**config.mk**
```make
export PLATFORM = sky130hd
export DESIGN_NAME = periodic_task_tick_scheduler
export DESIGN_NICKNAME = d
export VERILOG_FILES = /design/src/design/ptts_pkg.sv /design/src/design/periodic_task_tick_scheduler.sv
export SDC_FILE = /design/constraint.sdc
export NUM_CORES = 1
export LEC_CHECK = 0
export BUFFER_PORTS_ARGS = -buffer_cell sky130_fd_sc_hd__buf_2
export CORE_UTILIZATION = 30
export CTS_CLUSTER_DIAMETER = 200
export CTS_CLUSTER_SIZE = 14
export DETAILED_ROUTE_END_ITERATION = 16
export PLACE_DENSITY_LB_ADDON = 0.15
export SKIP_CTS_REPAIR_TIMING = 1
export SLEW_MARGIN = 20
export SYNTH_ARGS = -nofsm -noshare
export SYNTH_HDL_FRONTEND = slang
export SYNTH_SLANG_ARGS = --single-unit
```
**constraint.sdc**
```tcl
create_clock -name aclk -period 5.75 [get_ports aclk]
set_clock_uncertainty 0.15 [all_clocks]
set_input_delay 0.8625 -clock aclk [delete_from_list [all_inputs] [get_ports aclk]]
set_output_delay 0.8625 -clock aclk [all_outputs]
set_load 0.05 [all_outputs]
```
**src/design/ptts_pkg.sv**
```systemverilog
// ----------------------------------------------------------------------------
// ptts_pkg: shared types and constants of the periodic task tick scheduler
// Holds the item kind codes, field widths and the layout of one task table entry.
// ----------------------------------------------------------------------------
package ptts_pkg;

    localparam int CNT_W       = 16;
    localparam int SLOT_W      = 8;
    localparam int TASK_IDX_W  = 6;
    localparam int MAX_RESULTS = 8;
    localparam int RES_CNT_W   = 4;

    localparam logic KIND_TICK   = 1'b0;
    localparam logic KIND_CREATE = 1'b1;

    typedef logic [CNT_W-1:0] cnt_t;

    // One task table entry as it is stored in memory.
    typedef struct packed {
        cnt_t period;
        cnt_t countdown;
    } entry_t;

endpackage

```
**src/design/periodic_task_tick_scheduler.sv**
```systemverilog
// ----------------------------------------------------------------------------
// periodic_task_tick_scheduler: time triggered cooperative task scheduler
// A task table in synchronous memory, walked slot by slot on every tick.
// ----------------------------------------------------------------------------
// A create word is written in the cycle it is accepted and gives no result.
// A tick walks the table, one slot per cycle while the output side does not stall the
// walk, and ends with a final word marked last.
// One create per cycle while idle; a new tick is not taken until the previous one has
// given its final word. Reset (aresetn low, synchronous) clears all valid and
// entry-written bits at once, so every slot reads as zero with no handler.
module periodic_task_tick_scheduler #(
    parameter int TASKS = 8
) (
    input  logic                            aclk,
    input  logic                            aresetn,
    input  logic                            s_valid,
    output logic                            s_ready,
    input  logic                            s_kind,
    input  logic [ptts_pkg::SLOT_W-1:0]     s_slot,
    input  logic [ptts_pkg::CNT_W-1:0]      s_period,
    input  logic [ptts_pkg::CNT_W-1:0]      s_first_delay,
    input  logic                            s_has_handler,
    output logic                            m_valid,
    input  logic                            m_ready,
    output logic [ptts_pkg::TASK_IDX_W-1:0] m_task_index,
    output logic                            m_fired,
    output logic                            m_last
);
    import ptts_pkg::*;

    // Index width of the table and width of the walk counter, which must
    // also hold TASKS itself to mark the end of the walk.
    localparam int IW = (TASKS > 1) ? $clog2(TASKS) : 1;
    localparam int CW = $clog2(TASKS + 1);

    localparam logic [1:0] ST_IDLE  = 2'd0;
    localparam logic [1:0] ST_WALK  = 2'd1;
    localparam logic [1:0] ST_FLUSH = 2'd2;

    // The task table. Each entry holds the reload period and the countdown.
    // An entry that has never been written reads as zero through init_reg.
    entry_t entry_mem [TASKS];

    logic [1:0]           state_reg, state_next;
    logic [CW-1:0]        rd_cnt_reg, rd_cnt_next;
    logic                 p_valid_reg, p_valid_next;
    logic [IW-1:0]        p_idx_reg, p_idx_next;
    entry_t               rd_data_reg;
    logic [TASKS-1:0]     valid_reg, valid_next;
    logic [TASKS-1:0]     init_reg, init_next;
    logic [RES_CNT_W-1:0] res_cnt_reg, res_cnt_next;
    logic                 pend_valid_reg, pend_valid_next;
    logic [IW-1:0]        pend_idx_reg, pend_idx_next;
    logic                 m_valid_reg, m_valid_next;
    logic [TASK_IDX_W-1:0] m_idx_reg, m_idx_next;
    logic                 m_fired_reg, m_fired_next;
    logic                 m_last_reg, m_last_next;

    entry_t               entry;
    cnt_t                 new_cd;
    logic                 out_free;
    logic                 fire;
    logic                 stall;
    logic                 issue;
    logic                 wb_en;
    logic                 cr_en;
    logic                 mem_we;
    logic [IW-1:0]        mem_waddr;
    entry_t               mem_wdata;

    assign s_ready      = (state_reg == ST_IDLE);
    assign m_valid      = m_valid_reg;
    assign m_task_index = m_idx_reg;
    assign m_fired      = m_fired_reg;
    assign m_last       = m_last_reg;

    // The output register is free when empty or when its word leaves now.
    assign out_free = !m_valid_reg || m_ready;

    // Processing stage: the entry held in the read data register.
    assign entry  = init_reg[p_idx_reg] ? rd_data_reg : '0;
    assign new_cd = (entry.countdown == '0) ? (entry.period - 1'b1)
                                            : (entry.countdown - 1'b1);
    assign fire   = p_valid_reg && (entry.countdown == '0) && valid_reg[p_idx_reg]
                    && (res_cnt_reg < RES_CNT_W'(MAX_RESULTS));

    // A firing slot pushes the previously held firing to the output. If the
    // output register is still occupied the walk pauses; the read data
    // register holds because no new read is issued.
    assign stall = fire && pend_valid_reg && !out_free;
    assign wb_en = (state_reg == ST_WALK) && p_valid_reg && !stall;
    assign issue = (state_reg == ST_WALK) && (rd_cnt_reg < CW'(TASKS)) && !stall;

    assign cr_en = (state_reg == ST_IDLE) && s_valid && (s_kind == KIND_CREATE)
                   && s_has_handler && (s_slot < SLOT_W'(TASKS));

    // Create and write-back never overlap: creates are taken only when idle.
    assign mem_we    = cr_en || wb_en;
    assign mem_waddr = cr_en ? s_slot[IW-1:0] : p_idx_reg;
    assign mem_wdata = cr_en ? entry_t'{period: s_period, countdown: s_first_delay}
                             : entry_t'{period: entry.period, countdown: new_cd};

    always_ff @(posedge aclk) begin
        if (mem_we) begin
            entry_mem[mem_waddr] <= mem_wdata;
        end
    end

    always_ff @(posedge aclk) begin
        if (issue) begin
            rd_data_reg <= entry_mem[rd_cnt_reg[IW-1:0]];
        end
    end

    always_comb begin
        state_next      = state_reg;
        rd_cnt_next     = rd_cnt_reg;
        p_valid_next    = p_valid_reg;
        p_idx_next      = p_idx_reg;
        valid_next      = valid_reg;
        init_next       = init_reg;
        res_cnt_next    = res_cnt_reg;
        pend_valid_next = pend_valid_reg;
        pend_idx_next   = pend_idx_reg;
        m_valid_next    = m_valid_reg && !m_ready;
        m_idx_next      = m_idx_reg;
        m_fired_next    = m_fired_reg;
        m_last_next     = m_last_reg;

        if (cr_en) begin
            valid_next[s_slot[IW-1:0]] = 1'b1;
            init_next[s_slot[IW-1:0]]  = 1'b1;
        end

        unique case (state_reg)
            ST_IDLE: begin
                if (s_valid && (s_kind == KIND_TICK)) begin
                    state_next      = ST_WALK;
                    rd_cnt_next     = '0;
                    p_valid_next    = 1'b0;
                    res_cnt_next    = '0;
                    pend_valid_next = 1'b0;
                end
            end
            ST_WALK: begin
                if (!stall) begin
                    p_valid_next = issue;
                    if (issue) begin
                        p_idx_next  = rd_cnt_reg[IW-1:0];
                        rd_cnt_next = rd_cnt_reg + 1'b1;
                    end
                end
                if (wb_en) begin
                    init_next[p_idx_reg] = 1'b1;
                    if (fire) begin
                        // Hand the earlier firing on; it is known not to be last.
                        if (pend_valid_reg) begin
                            m_valid_next = 1'b1;
                            m_idx_next   = TASK_IDX_W'(pend_idx_reg);
                            m_fired_next = 1'b1;
                            m_last_next  = 1'b0;
                        end
                        pend_valid_next = 1'b1;
                        pend_idx_next   = p_idx_reg;
                        res_cnt_next    = res_cnt_reg + 1'b1;
                    end
                end
                if (!issue && !p_valid_reg && (rd_cnt_reg == CW'(TASKS))) begin
                    state_next = ST_FLUSH;
                end
            end
            ST_FLUSH: begin
                if (out_free) begin
                    m_valid_next    = 1'b1;
                    m_idx_next      = pend_valid_reg ? TASK_IDX_W'(pend_idx_reg) : '0;
                    m_fired_next    = pend_valid_reg;
                    m_last_next     = 1'b1;
                    pend_valid_next = 1'b0;
                    state_next      = ST_IDLE;
                end
            end
            default: begin
                state_next = ST_IDLE;
            end
        endcase
    end

    always_ff @(posedge aclk) begin
        if (!aresetn) begin
            state_reg      <= ST_IDLE;
            rd_cnt_reg     <= '0;
            p_valid_reg    <= 1'b0;
            valid_reg      <= '0;
            init_reg       <= '0;
            res_cnt_reg    <= '0;
            pend_valid_reg <= 1'b0;
            m_valid_reg    <= 1'b0;
        end else begin
            state_reg      <= state_next;
            rd_cnt_reg     <= rd_cnt_next;
            p_valid_reg    <= p_valid_next;
            valid_reg      <= valid_next;
            init_reg       <= init_next;
            res_cnt_reg    <= res_cnt_next;
            pend_valid_reg <= pend_valid_next;
            m_valid_reg    <= m_valid_next;
        end
    end

    always_ff @(posedge aclk) begin
        p_idx_reg    <= p_idx_next;
        pend_idx_reg <= pend_idx_next;
        m_idx_reg    <= m_idx_next;
        m_fired_reg  <= m_fired_next;
        m_last_reg   <= m_last_next;
    end

`ifndef NO_ASSERTIONS
    a_res_cnt_bound: assert property (@(posedge aclk) disable iff (!aresetn)
        res_cnt_reg <= RES_CNT_W'(MAX_RESULTS))
        else $error("more firings counted than can be reported");

    a_pend_counted: assert property (@(posedge aclk) disable iff (!aresetn)
        pend_valid_reg |-> (res_cnt_reg != '0))
        else $error("held firing without a counted result");

    a_nofire_is_last: assert property (@(posedge aclk) disable iff (!aresetn)
        (m_valid_reg && !m_fired_reg) |-> (m_last_reg && (m_idx_reg == '0)))
        else $error("empty tick word not marked last or has an index");

    a_tick_starts_walk: assert property (@(posedge aclk) disable iff (!aresetn)
        (s_valid && s_ready && (s_kind == KIND_TICK)) |=> (state_reg == ST_WALK))
        else $error("accepted tick did not start the table walk");

    a_no_write_in_flush: assert property (@(posedge aclk) disable iff (!aresetn)
        (state_reg == ST_FLUSH) |-> !mem_we)
        else $error("task memory written while flushing");
`endif

endmodule
```
# Word level (Yosys, flattened, before mapping)
# Memories as Yosys holds them, arrays and structs flattened. A register that Yosys moved wholly into a read port is not among the register bits.
# Cells that the tools add are included.
[totals]
wordCells = 137
out_inout_bits = 10
ff_bits = 43
mem_count = 1
mem_bits_rw = 256
in_bits = 46
[op_classes]
order_cmp = 7
mux = 56
n_bitwise = 5
n_reduce_logical = 40
n_eq_ne = 11
n_addsub = 4
[mem_list]
columns = ["name", "depth", "width", "rd", "rd_ports_with_merged_regs", "write_ports", "line_no", "text"]
rows = [
  ["entry_mem", 8, 32, 1, 1, 1, "periodic_task_tick_scheduler.sv:42", "entry_t entry_mem [TASKS];"],
]
[ops]
columns = ["cell", "count"]
rows = [
  ["two-way mux 32 bit", 2],
  ["subtractor 16 x 1 -> 16 bit, second input constant", 2],
  ["two-way mux 6 bit", 4],
  ["two-way mux 8 bit", 3],
  ["OR 8 bit", 3],
  ["two-way mux 1 bit", 23],
  ["two-way mux 4 bit", 5],
  ["logical AND 1 bit", 19],
  ["logical NOT 16 bit", 1],
  ["two-way mux 16 bit", 1],
  ["case mux 4 bit (2 select lines)", 2],
  ["!= test 2 bit, second input constant", 6],
  ["case mux 6 bit (2 select lines)", 1],
  ["AND reduction 3 bit", 4],
  ["AND reduction 5 bit", 2],
  ["adder 4 x 1 -> 4 bit, second input constant", 2],
  ["< comparator 3 x 4 -> 1 bit, second input constant", 2],
  ["< comparator 4 bit, second input constant", 2],
  ["< comparator 8 x 4 -> 1 bit, second input constant", 1],
  ["case mux 1 bit (2 select lines)", 4],
  ["AND reduction 4 bit", 2],
  ["binary-select mux 1 bit (select 3 bit)", 2],
  ["demux 1 bit (select 3 bit)", 2],
  ["greater-or-equal comparator 3 x 1 -> 1 bit, second input constant", 2],
  ["14 further kinds", 26],
]

# Longest topological paths before layout
# Gate-level depths: netlist of run 1.
[logic_depth]
ltp_word = 16
mapped_depth = 12
depth_no_buf = 9

# Worst setup path after synthesis of run 1
# Ideal clock, no wire load.
[synth_path]
path_kind = "in2reg"
from = "input port s_slot[4] (netlist name)"
to = "memory entry_mem[0][0] (netlist name), enable pin"
path_stages = 6
n_path_buf = 1
path_slack_ns = 1.228
required_ns = 5.134
arrival_ns = 3.906
setup_ns = 0.466
cell_sequence = "nor4_1 > and3_1 > nand4b_1 > clkbuf_1 > nand2_1 > o21ai_0"
[synth_via]
elab_chain_len = 5
elab_cells_between_ends = 6
cone_classes = "1 x order compare; 3 x mux; 2 x reduce/logical"
[synth_lines]
columns = ["item", "line_no", "text"]
rows = [
  ["start: declaration", "periodic_task_tick_scheduler.sv:19", "input logic [ptts_pkg::SLOT_W-1:0] s_slot,"],
  ["< comparator 8 x 4 -> 1 bit *", "periodic_task_tick_scheduler.sv:95", "&& s_has_handler && (s_slot < SLOT_W'(TASKS));"],
  ["logical AND 1 bit *", "periodic_task_tick_scheduler.sv:95", ""],
  ["logical OR 1 bit", "periodic_task_tick_scheduler.sv:98", "assign mem_we = cr_en || wb_en;"],
  ["two-way mux 1 bit", "periodic_task_tick_scheduler.sv:104", "if (mem_we) begin"],
  ["two-way mux 1 bit (not written as such)", "periodic_task_tick_scheduler.sv:105", "entry_mem[mem_waddr] <= mem_wdata;"],
  ["end: declaration", "periodic_task_tick_scheduler.sv:42", ""],
]
# Every way passes the cells marked *; elsewhere a longest branch is shown, timed or not.

# Worst setup path after layout of run 1
[layout_path]
from = "register p_idx_reg[2]"
to = "memory entry_mem[2][27] (netlist name), enable pin"
[layout_via]
elab_chain_len = 14
elab_cells_between_ends = 17
cone_classes = "8 x mux; 9 x reduce/logical"
[layout_lines]
columns = ["item", "line_no", "text"]
rows = [
  ["start: declaration", "periodic_task_tick_scheduler.sv:47", "logic [IW-1:0] p_idx_reg, p_idx_next;"],
  ["start signal: assignment", "periodic_task_tick_scheduler.sv:211", "p_idx_reg <= p_idx_next;"],
  ["binary-select mux 1 bit (select 3 bit)", "periodic_task_tick_scheduler.sv:81", "assign entry = init_reg[p_idx_reg] ? rd_data_reg : '0;"],
  ["two-way mux 1 bit (not written as such)", "periodic_task_tick_scheduler.sv:81", ""],
  ["two-way mux 32 bit", "periodic_task_tick_scheduler.sv:81", ""],
  ["logical NOT 16 bit", "periodic_task_tick_scheduler.sv:84", "assign fire = p_valid_reg && (entry.countdown == '0) && valid_reg[p_idx_reg]"],
  ["logical AND 1 bit (2 in series)", "periodic_task_tick_scheduler.sv:84", ""],
  ["logical AND 1 bit", "periodic_task_tick_scheduler.sv:85", "&& (res_cnt_reg < RES_CNT_W'(MAX_RESULTS));"],
  ["logical AND 1 bit (2 in series)", "periodic_task_tick_scheduler.sv:90", "assign stall = fire && pend_valid_reg && !out_free;"],
  ["logical NOT 1 bit", "n/a", ""],
  ["logical AND 1 bit", "periodic_task_tick_scheduler.sv:91", "assign wb_en = (state_reg == ST_WALK) && p_valid_reg && !stall;"],
  ["logical OR 1 bit", "periodic_task_tick_scheduler.sv:98", ""],
  ["two-way mux 1 bit", "periodic_task_tick_scheduler.sv:104", ""],
  ["two-way mux 1 bit (not written as such)", "periodic_task_tick_scheduler.sv:105", ""],
]
# Parallel ways exist; a longest one is shown, timed or not. The select of a mux whose other input is x is not followed.

==> load_flow_metrics.sql, run 1 <==
INSERT INTO impl_metrics (metric_group, metric, value, unit) VALUES
('finish', 'antenna-diode-count', '0', ''),
('finish', 'max_ffs_per_register', '256', ''),
('detailed_routing', 'avgRoutedWirePerCell', '22.3', 'um'),
('sta', 'hold_violations', '0', ''),
('cts', 'tritoncts_sinks', '328', ''),
('pwr', 'combPwrFrac', '0.050', ''),
('yosys', 'postSynth.topFlopCell', 'edfxtp_1', ''),
('placed_design', 'place.gp.congestion', '0.826', ''),
('cts', 'insertion_delay', '0.56', 'ns'),
('placed_design', 'port-buffer-count', '52', ''),
('min_path', 'hp-start', 'valid_reg[0]$_SDFFE_PN0P_', ''),
('pwr', 'worst_ir_drop_vdd', '0.202', 'mV'),
('sta', 'post-route-min-period', '4.09', 'ns'),
('detailed_routing', 'drc_violation_total_after_the_first_tritonroute_iteration', '539', ''),
('finish', 'number_of_nets_at_the_end_of_the_flow', '938', ''),
('cts', 'clkSlewWorstSetupHoldPaths', '0.07', 'ns'),
('pwr', 'share_seq_of_total_power', '0.585', ''),
('finish', 'synthToLayoutAreaGrowth', '12.6', '%'),
('grt', 'number_of_global_route_vias_before_repair', '7644', ''),
('grt', 'globalRouteOverflowTotal', '0', ''),
('critical_path', 'worstSetupStartpointType', 'flop', ''),
('grt', 'maximum_number_of_pins_on_one_net_before_global_route_repair', '71', ''),
('yosys', 'synth_cell_types', '67', ''),
('detailed_routing', 'detail_route.vias_per_cell', '5.06', ''),
('critical_path', 'path_class', 'flop to flop', ''),
('yosys', 'ys.warnings.count', '0', ''),
('floorplanning', 'die_height', '216', 'um'),
('flow_run', 'number_of_maximum_capacitance_violations', '0', ''),
('sta', 'report.final.slew_viol_count', '0', ''),
('finish', 'post_route_cells_drive_above_1_share', '0.247', ''),
('min_path', 'hold_path_class', 'flop to flop', ''),
('sta', 'max_slew_headroom', '0.290', ''),
('yosys', 'flop_and_latch_count_out_of_synthesis', '328', ''),
('sta', 'layout_worst_path_cycle_share', '0.712', ''),
('critical_path', 'timing.critical_path.cells', 'mux2_2 > o311ai_1 > nor4_4 > buf_4 > nor4_1 > a31o_2 > buf_4', ''),
('yosys', 'synth_async_sr_flop_share', '0', ''),
('yosys', 'post_synth_main_area_contributors', 'edfxtp_1, mux4_2, dfxtp_1', ''),
('pwr', 'internal_power', '3.57', 'mW'),
('yosys', 'syn_inst', '835', ''),
('critical_path', 'setup.worst_path.end_class', 'flop', ''),
('critical_path', 'path_common_cell', 'buf_4', ''),
('critical_path', 'timing.critical_path.slowest_stage_cell', 'o311ai_1', ''),
('detailed_routing', 'detailedRoute.firstPassIterationCount', '5', ''),
('critical_path', 'number_of_buffer_and_inverter_stages_on_the_critical_path', '2', ''),
('cts', 'root_buffer', 'clkbuf_16', ''),
('sta', 'grt_setup_unrepaired', 'false', ''),
('sta', 'report.final.setup_viol', '0', ''),
('detailed_routing', 'via_count', '7557', ''),
('finish', 'commonest_non_fill_non_tap_cells_in_the_layout', 'edfxtp_1, mux4_2, nand2_1, buf_2, nor2_1', ''),
('placed_design', 'dpl.hpwl', '20000', 'um'),
('critical_path', 'worst-endpoint-arrival', '4.16', 'ns'),
('floorplanning', 'row_count', '78', ''),
('detailed_routing', 'drc', '0', ''),
('pwr', 'p_sw', '1.02', 'mW'),
('critical_path', 'critical_path_peak_fanout', '17', ''),
('pwr', 'static_power_due_to_leakage', '4.84', 'nW'),
('critical_path', 'critical_path.startpoint', 'p_idx_reg[2]$_DFFE_PP_', ''),
('run_status', 'run_status', 'finished, final reports clean', ''),
('yosys', 'synthDominantAreaCellType', 'edfxtp_1', ''),
('cts', 'cts_tree', 'done', ''),
('floorplanning', 'die_width', '216', 'um'),
('detailed_routing', 'wirelength', '33300', 'um'),
('yosys', 'synth_area', '13800', 'sq um'),
('yosys', 'synth-edff-count', '299', ''),
('pwr', 'share_clk_of_total_power', '0.365', ''),
('yosys', 'avgSynthCellArea', '16.5', 'sq um'),
('yosys', 'post-synth-top-area-fraction', '0.652', ''),
('critical_path', 'critical_path_required', '5.82', 'ns'),
('floorplanning', 'floorplan.initialDensity', '0.304', ''),
('pwr', 'power_density', '296', 'nW/um^2'),
('cts', 'cts_inserted_buffers', '27', '');
metrics by stage:
stage / cells / setup WS (ns) / util / power [mW] / area [sq um]
floorplan: 837 / 1.23 / - / 2.86 / 13800
global placement: 1453 / 1.63 / 0.325 / 2.96 / 14700
detailed placement: 1454 / 1.63 / 0.325 / 2.97 / 14700
CTS: 1492 / 1.63 / 0.341 / 4.65 / 15500
global route: 1493 / 1.32 / 0.342 / 4.76 / 15500
finish: 1493 / 1.66 / 0.342 / 4.59 / 15500
final cells by class:
| class | instances | area, sq um | share of cell area |
|---|---|---|---|
| Multi-Input combinational cell | 448 | 4000 | 0.258 |
| Sequential cell | 328 | 9570 | 0.618 |
| Timing Repair Buffer | 65 | 398 | 0.0257 |
| Clock buffer | 36 | 709 | 0.0458 |
| Clock inverter | 2 | 17.5 | 0.00113 |
| Tap cell | 600 | 751 | 0.0485 |
| Inverter | 14 | 52.6 | 0.00339 |
Yosys cell counts (all sizes together) (9+ instances only):
cell type	number
o21ai	15
nand3	31
or2	9
edfxtp	299
nor3	20
mux2	38
nor2	43
or3	10
buf	16
nor4	15
dfxtp	29
inv	13
a21oi	29
clkbuf	31
mux4	65
or4	10
nand2	53
final timing paths:
path                                              endpoint  slack (ns)  cells after the start
worst max register to register  entry_mem[2][27]$_DFFE_PP_        1.66                      7
worst max-delay path            entry_mem[2][27]$_DFFE_PP_        1.66                      7
worst min-delay path             valid_reg[0]$_SDFFE_PN0P_        0.33                      2
worst min register to register   valid_reg[0]$_SDFFE_PN0P_        0.33                      2
power groups by stage:
stage	clock network (mW)	logic, mW	registers [mW]
final	1.68	0.230	2.68
after global placement	0	0.225	2.74
after floorplan	0	0.172	2.69
after detailed placement	0	0.233	2.74
after global routing	1.82	0.252	2.69
after CTS	1.73	0.234	2.68
routing by layer:
layer  wire length [um]  GRT usage  part of all wire  up-vias
met3               1340     0.0188             0.040       38
met5                  0          0                 0        -
met2              15800      0.231              0.47      153
li1                   -          -                 -     3421
met4                447     0.0315             0.013        0
met1              15700      0.205              0.47     3945
logic make-up after synthesis:
| group | synth area share |
|---|---|
| AOI/OAI and AO/OA | 0.0472 |
| xor gates and xnor gates | 0.00446 |
| adders and majority gates | 0.00727 |
| buffers and inverters | 0.0185 |
| DFF | 0.695 |
| muxes | 0.141 |
| other | 0.000272 |
| and+or+nand+nor | 0.0864 |
worst reg2reg max path, delay by kind of cell (launching register included):
kind / cells / cell delay, ns
buffers and inverters: 2 / 0.67
AO/OA/AOI/OAI: 2 / 1.33
AND/OR/NAND/NOR: 2 / 0.50
flip-flops: 1 / 0.69
multiplexers: 1 / 0.40
No activity file was read; power rests on OpenSTA's default activity.
==> run 2: changes to the inputs <==
==> constraint.sdc (replaced) <==
create_clock -name aclk -period 3.9 [get_ports aclk]
set_clock_uncertainty 0.15 [all_clocks]
set_input_delay 0.585 -clock aclk [delete_from_list [all_inputs] [get_ports aclk]]
set_output_delay 0.585 -clock aclk [all_outputs]
set_load 0.05 [all_outputs]
==> load_flow_metrics.sql, run 2 (synthesis gave the netlist of run 1 again) <==
INSERT INTO impl_metrics (metric_group, metric, value, unit) VALUES
('run_status', 'run_status', 'finished, final reports clean', ''),
('floorplanning', 'row_count', '78', ''),
('detailed_routing', 'detailedRoute.firstPassIterationCount', '5', ''),
('grt', 'maximum_number_of_pins_on_one_net_before_global_route_repair', '44', ''),
('pwr', 'combPwrFrac', '0.055', ''),
('cts', 'tritoncts_sinks', '328', ''),
('cts', 'cts_tree', 'done', ''),
('pwr', 'worst_ir_drop_vdd', '0.317', 'mV'),
('placed_design', 'place.gp.congestion', '0.833', ''),
('critical_path', 'critical_path_peak_fanout', '12', ''),
('pwr', 'static_power_due_to_leakage', '5.00', 'nW'),
('finish', 'antenna-diode-count', '0', ''),
('critical_path', 'path_class', 'flop to flop', ''),
('cts', 'cts_inserted_buffers', '27', ''),
('critical_path', 'setup.worst_path.end_class', 'flop', ''),
('grt', 'initial_antenna_violation_count', '0', ''),
('sta', 'grt_setup_unrepaired', 'false', ''),
('grt', 'grt.total_usage', '0.149', ''),
('floorplanning', 'fp.dieArea', '46700', 'sq um'),
('critical_path', 'worstSetupStartpointType', 'flop', ''),
('grt', 'grt_pass1_wl', '52000', 'um'),
('floorplanning', 'pin_count', '56', ''),
('finish', 'fin_area', '15800', 'sq um'),
('flow_run', 'number_of_maximum_capacitance_violations', '0', ''),
('sta', 'max_slew_headroom', '0.495', ''),
('cts', 'cts_htree_levels', '1', ''),
('sta', 'report.final.slew_viol_count', '0', ''),
('detailed_routing', 'wirelength', '34200', 'um'),
('critical_path', 'worst-endpoint-arrival', '3.70', 'ns'),
('cts', 'clkSlewWorstSetupHoldPaths', '0.07', 'ns'),
('finish', 'synthToLayoutAreaGrowth', '14.5', '%'),
('min_path', 'hold_path_class', 'input pin to flop', ''),
('placed_design', 'dpl.hpwl', '21000', 'um'),
('detailed_routing', 'drc_violation_total_after_the_first_tritonroute_iteration', '598', ''),
('sta', 'tns', '0', 'ns'),
('cts', 'root_buffer', 'clkbuf_16', ''),
('placed_design', 'placement.cell_area', '15000', 'sq um'),
('floorplanning', 'coreArea', '45300', 'sq um'),
('sta', 'post-route-min-period', '3.57', 'ns'),
('cts', 'cts_buffer_depth', '3', ''),
('floorplanning', 'floorplan.initialDensity', '0.304', ''),
('finish', 'final_common_cell', 'edfxtp_1', ''),
('pwr', 'power_switching_share', '0.225', ''),
('detailed_routing', 'drc', '0', ''),
('pwr', 'p_sw', '1.53', 'mW'),
('grt', 'number_of_global_route_vias_before_repair', '7921', ''),
('floorplanning', 'die_width', '216', 'um'),
('sta', 'layout_worst_path_cycle_share', '0.916', ''),
('finish', 'max_ffs_per_register', '256', ''),
('pwr', 'share_seq_of_total_power', '0.577', ''),
('sta', 'hold_violations', '0', ''),
('cts', 'insertion_delay', '0.58', 'ns'),
('finish', 'post_route_cells_drive_above_1_share', '0.272', ''),
('detailed_routing', 'avgRoutedWirePerCell', '22.5', 'um'),
('detailed_routing', 'via_count', '7607', ''),
('detailed_routing', 'final_antenna_violating_net_count', '0', ''),
('finish', 'number_of_nets_at_the_end_of_the_flow', '966', ''),
('grt', 'globalRouteOverflowTotal', '0', ''),
('sta', 'timing_worst_slew_pin_value', '0.753', 'ns'),
('pwr', 'share_clk_of_total_power', '0.368', ''),
('detailed_routing', 'detail_route.vias_per_cell', '5.00', ''),
('floorplanning', 'die_height', '216', 'um'),
('pwr', 'power_density', '432', 'nW/um^2'),
('placed_design', 'port-buffer-count', '52', ''),
('pwr', 'internal_power', '5.28', 'mW'),
('sta', 'report.final.setup_viol', '0', ''),
('finish', 'commonest_non_fill_non_tap_cells_in_the_layout', 'edfxtp_1, mux4_2, nand2_1, buf_2, nor2_1', ''),
('sta', 'fmaxAchievable', '280', 'MHz'),
('critical_path', 'critical_path_required', '4.03', 'ns');
==> run 2: cell types whose count changed in the layout (fill, tap and decap cells not counted), sizes merged <==
cell	previous run	this run
buf	65	93
clkbuf	36	35
clkinv	1	0
inv	15	16
==> run 2: cell type report <==
type | instances | area (sq um)
well taps | 600 | 751
fillers | 4379 | 29500
repair buffers | 93 | 668
clock inverters | 2 | 28.8
multi-input cells | 448 | 3990
inverters | 14 | 52.6
flip-flops and latches | 328 | 9570
clock buffers | 35 | 706
==> run 2: worst max-delay path, stage by stage, from the launching register on <==
cell      delay (ns)
edfxtp_1        0.43
or4_1           0.70
nor4_4          0.34
and3_1          0.21
o21ai_0         0.11
ha_1            0.40
or3b_2          0.27
a21oi_1         0.06
nor3_1          0.61
==> run 2: through the flow <==
stage | worst slack, ns | cells | util | hold slack [ns] | power [mW]
global placement | 0.432 | 1483 | 0.332 | 0.293 | 4.39
detailed placement | 0.370 | 1483 | 0.332 | 0.301 | 4.39
finish | 0.329 | 1520 | 0.348 | 0.285 | 6.81
CTS | 0.358 | 1520 | 0.348 | 0.256 | 6.92
global route | 0.0841 | 1520 | 0.348 | 0.310 | 7.06
floorplan | 0.251 | 837 | - | 0.282 | 4.22
==> run 2: final timing paths <==
kind                        startpoint                    endpoint  slack [ns]  cells after the start
min                            m_ready          m_valid$_SDFF_PN0_        0.28                      4
max reg2reg  rd_data_reg[10]$_DFFE_PP_  entry_mem[7][10]$_DFFE_PP_        0.33                      8
max          rd_data_reg[10]$_DFFE_PP_  entry_mem[7][10]$_DFFE_PP_        0.33                      8
min reg2reg  valid_reg[0]$_SDFFE_PN0P_   valid_reg[0]$_SDFFE_PN0P_        0.31                      2
==> run 2: metal layers <==
layer	vias up	GRT usage	wire length, um
met4	0	0.0373	562
met2	129	0.243	16400
met3	39	0.0201	1130
met1	3974	0.208	16100
li1	3465	-	-
met5	-	0	0
==> run 2: power by group through the flow <==
stage	Combinational (mW)	Clock, mW	Sequential [mW]
2_1_floorplan	0.254	0	3.97
3_3_place_gp	0.386	0	4.01
3_5_place_dp	0.385	0	4.01
4_1_cts	0.387	2.60	3.93
5_1_grt	0.415	2.72	3.93
6_report	0.376	2.51	3.93
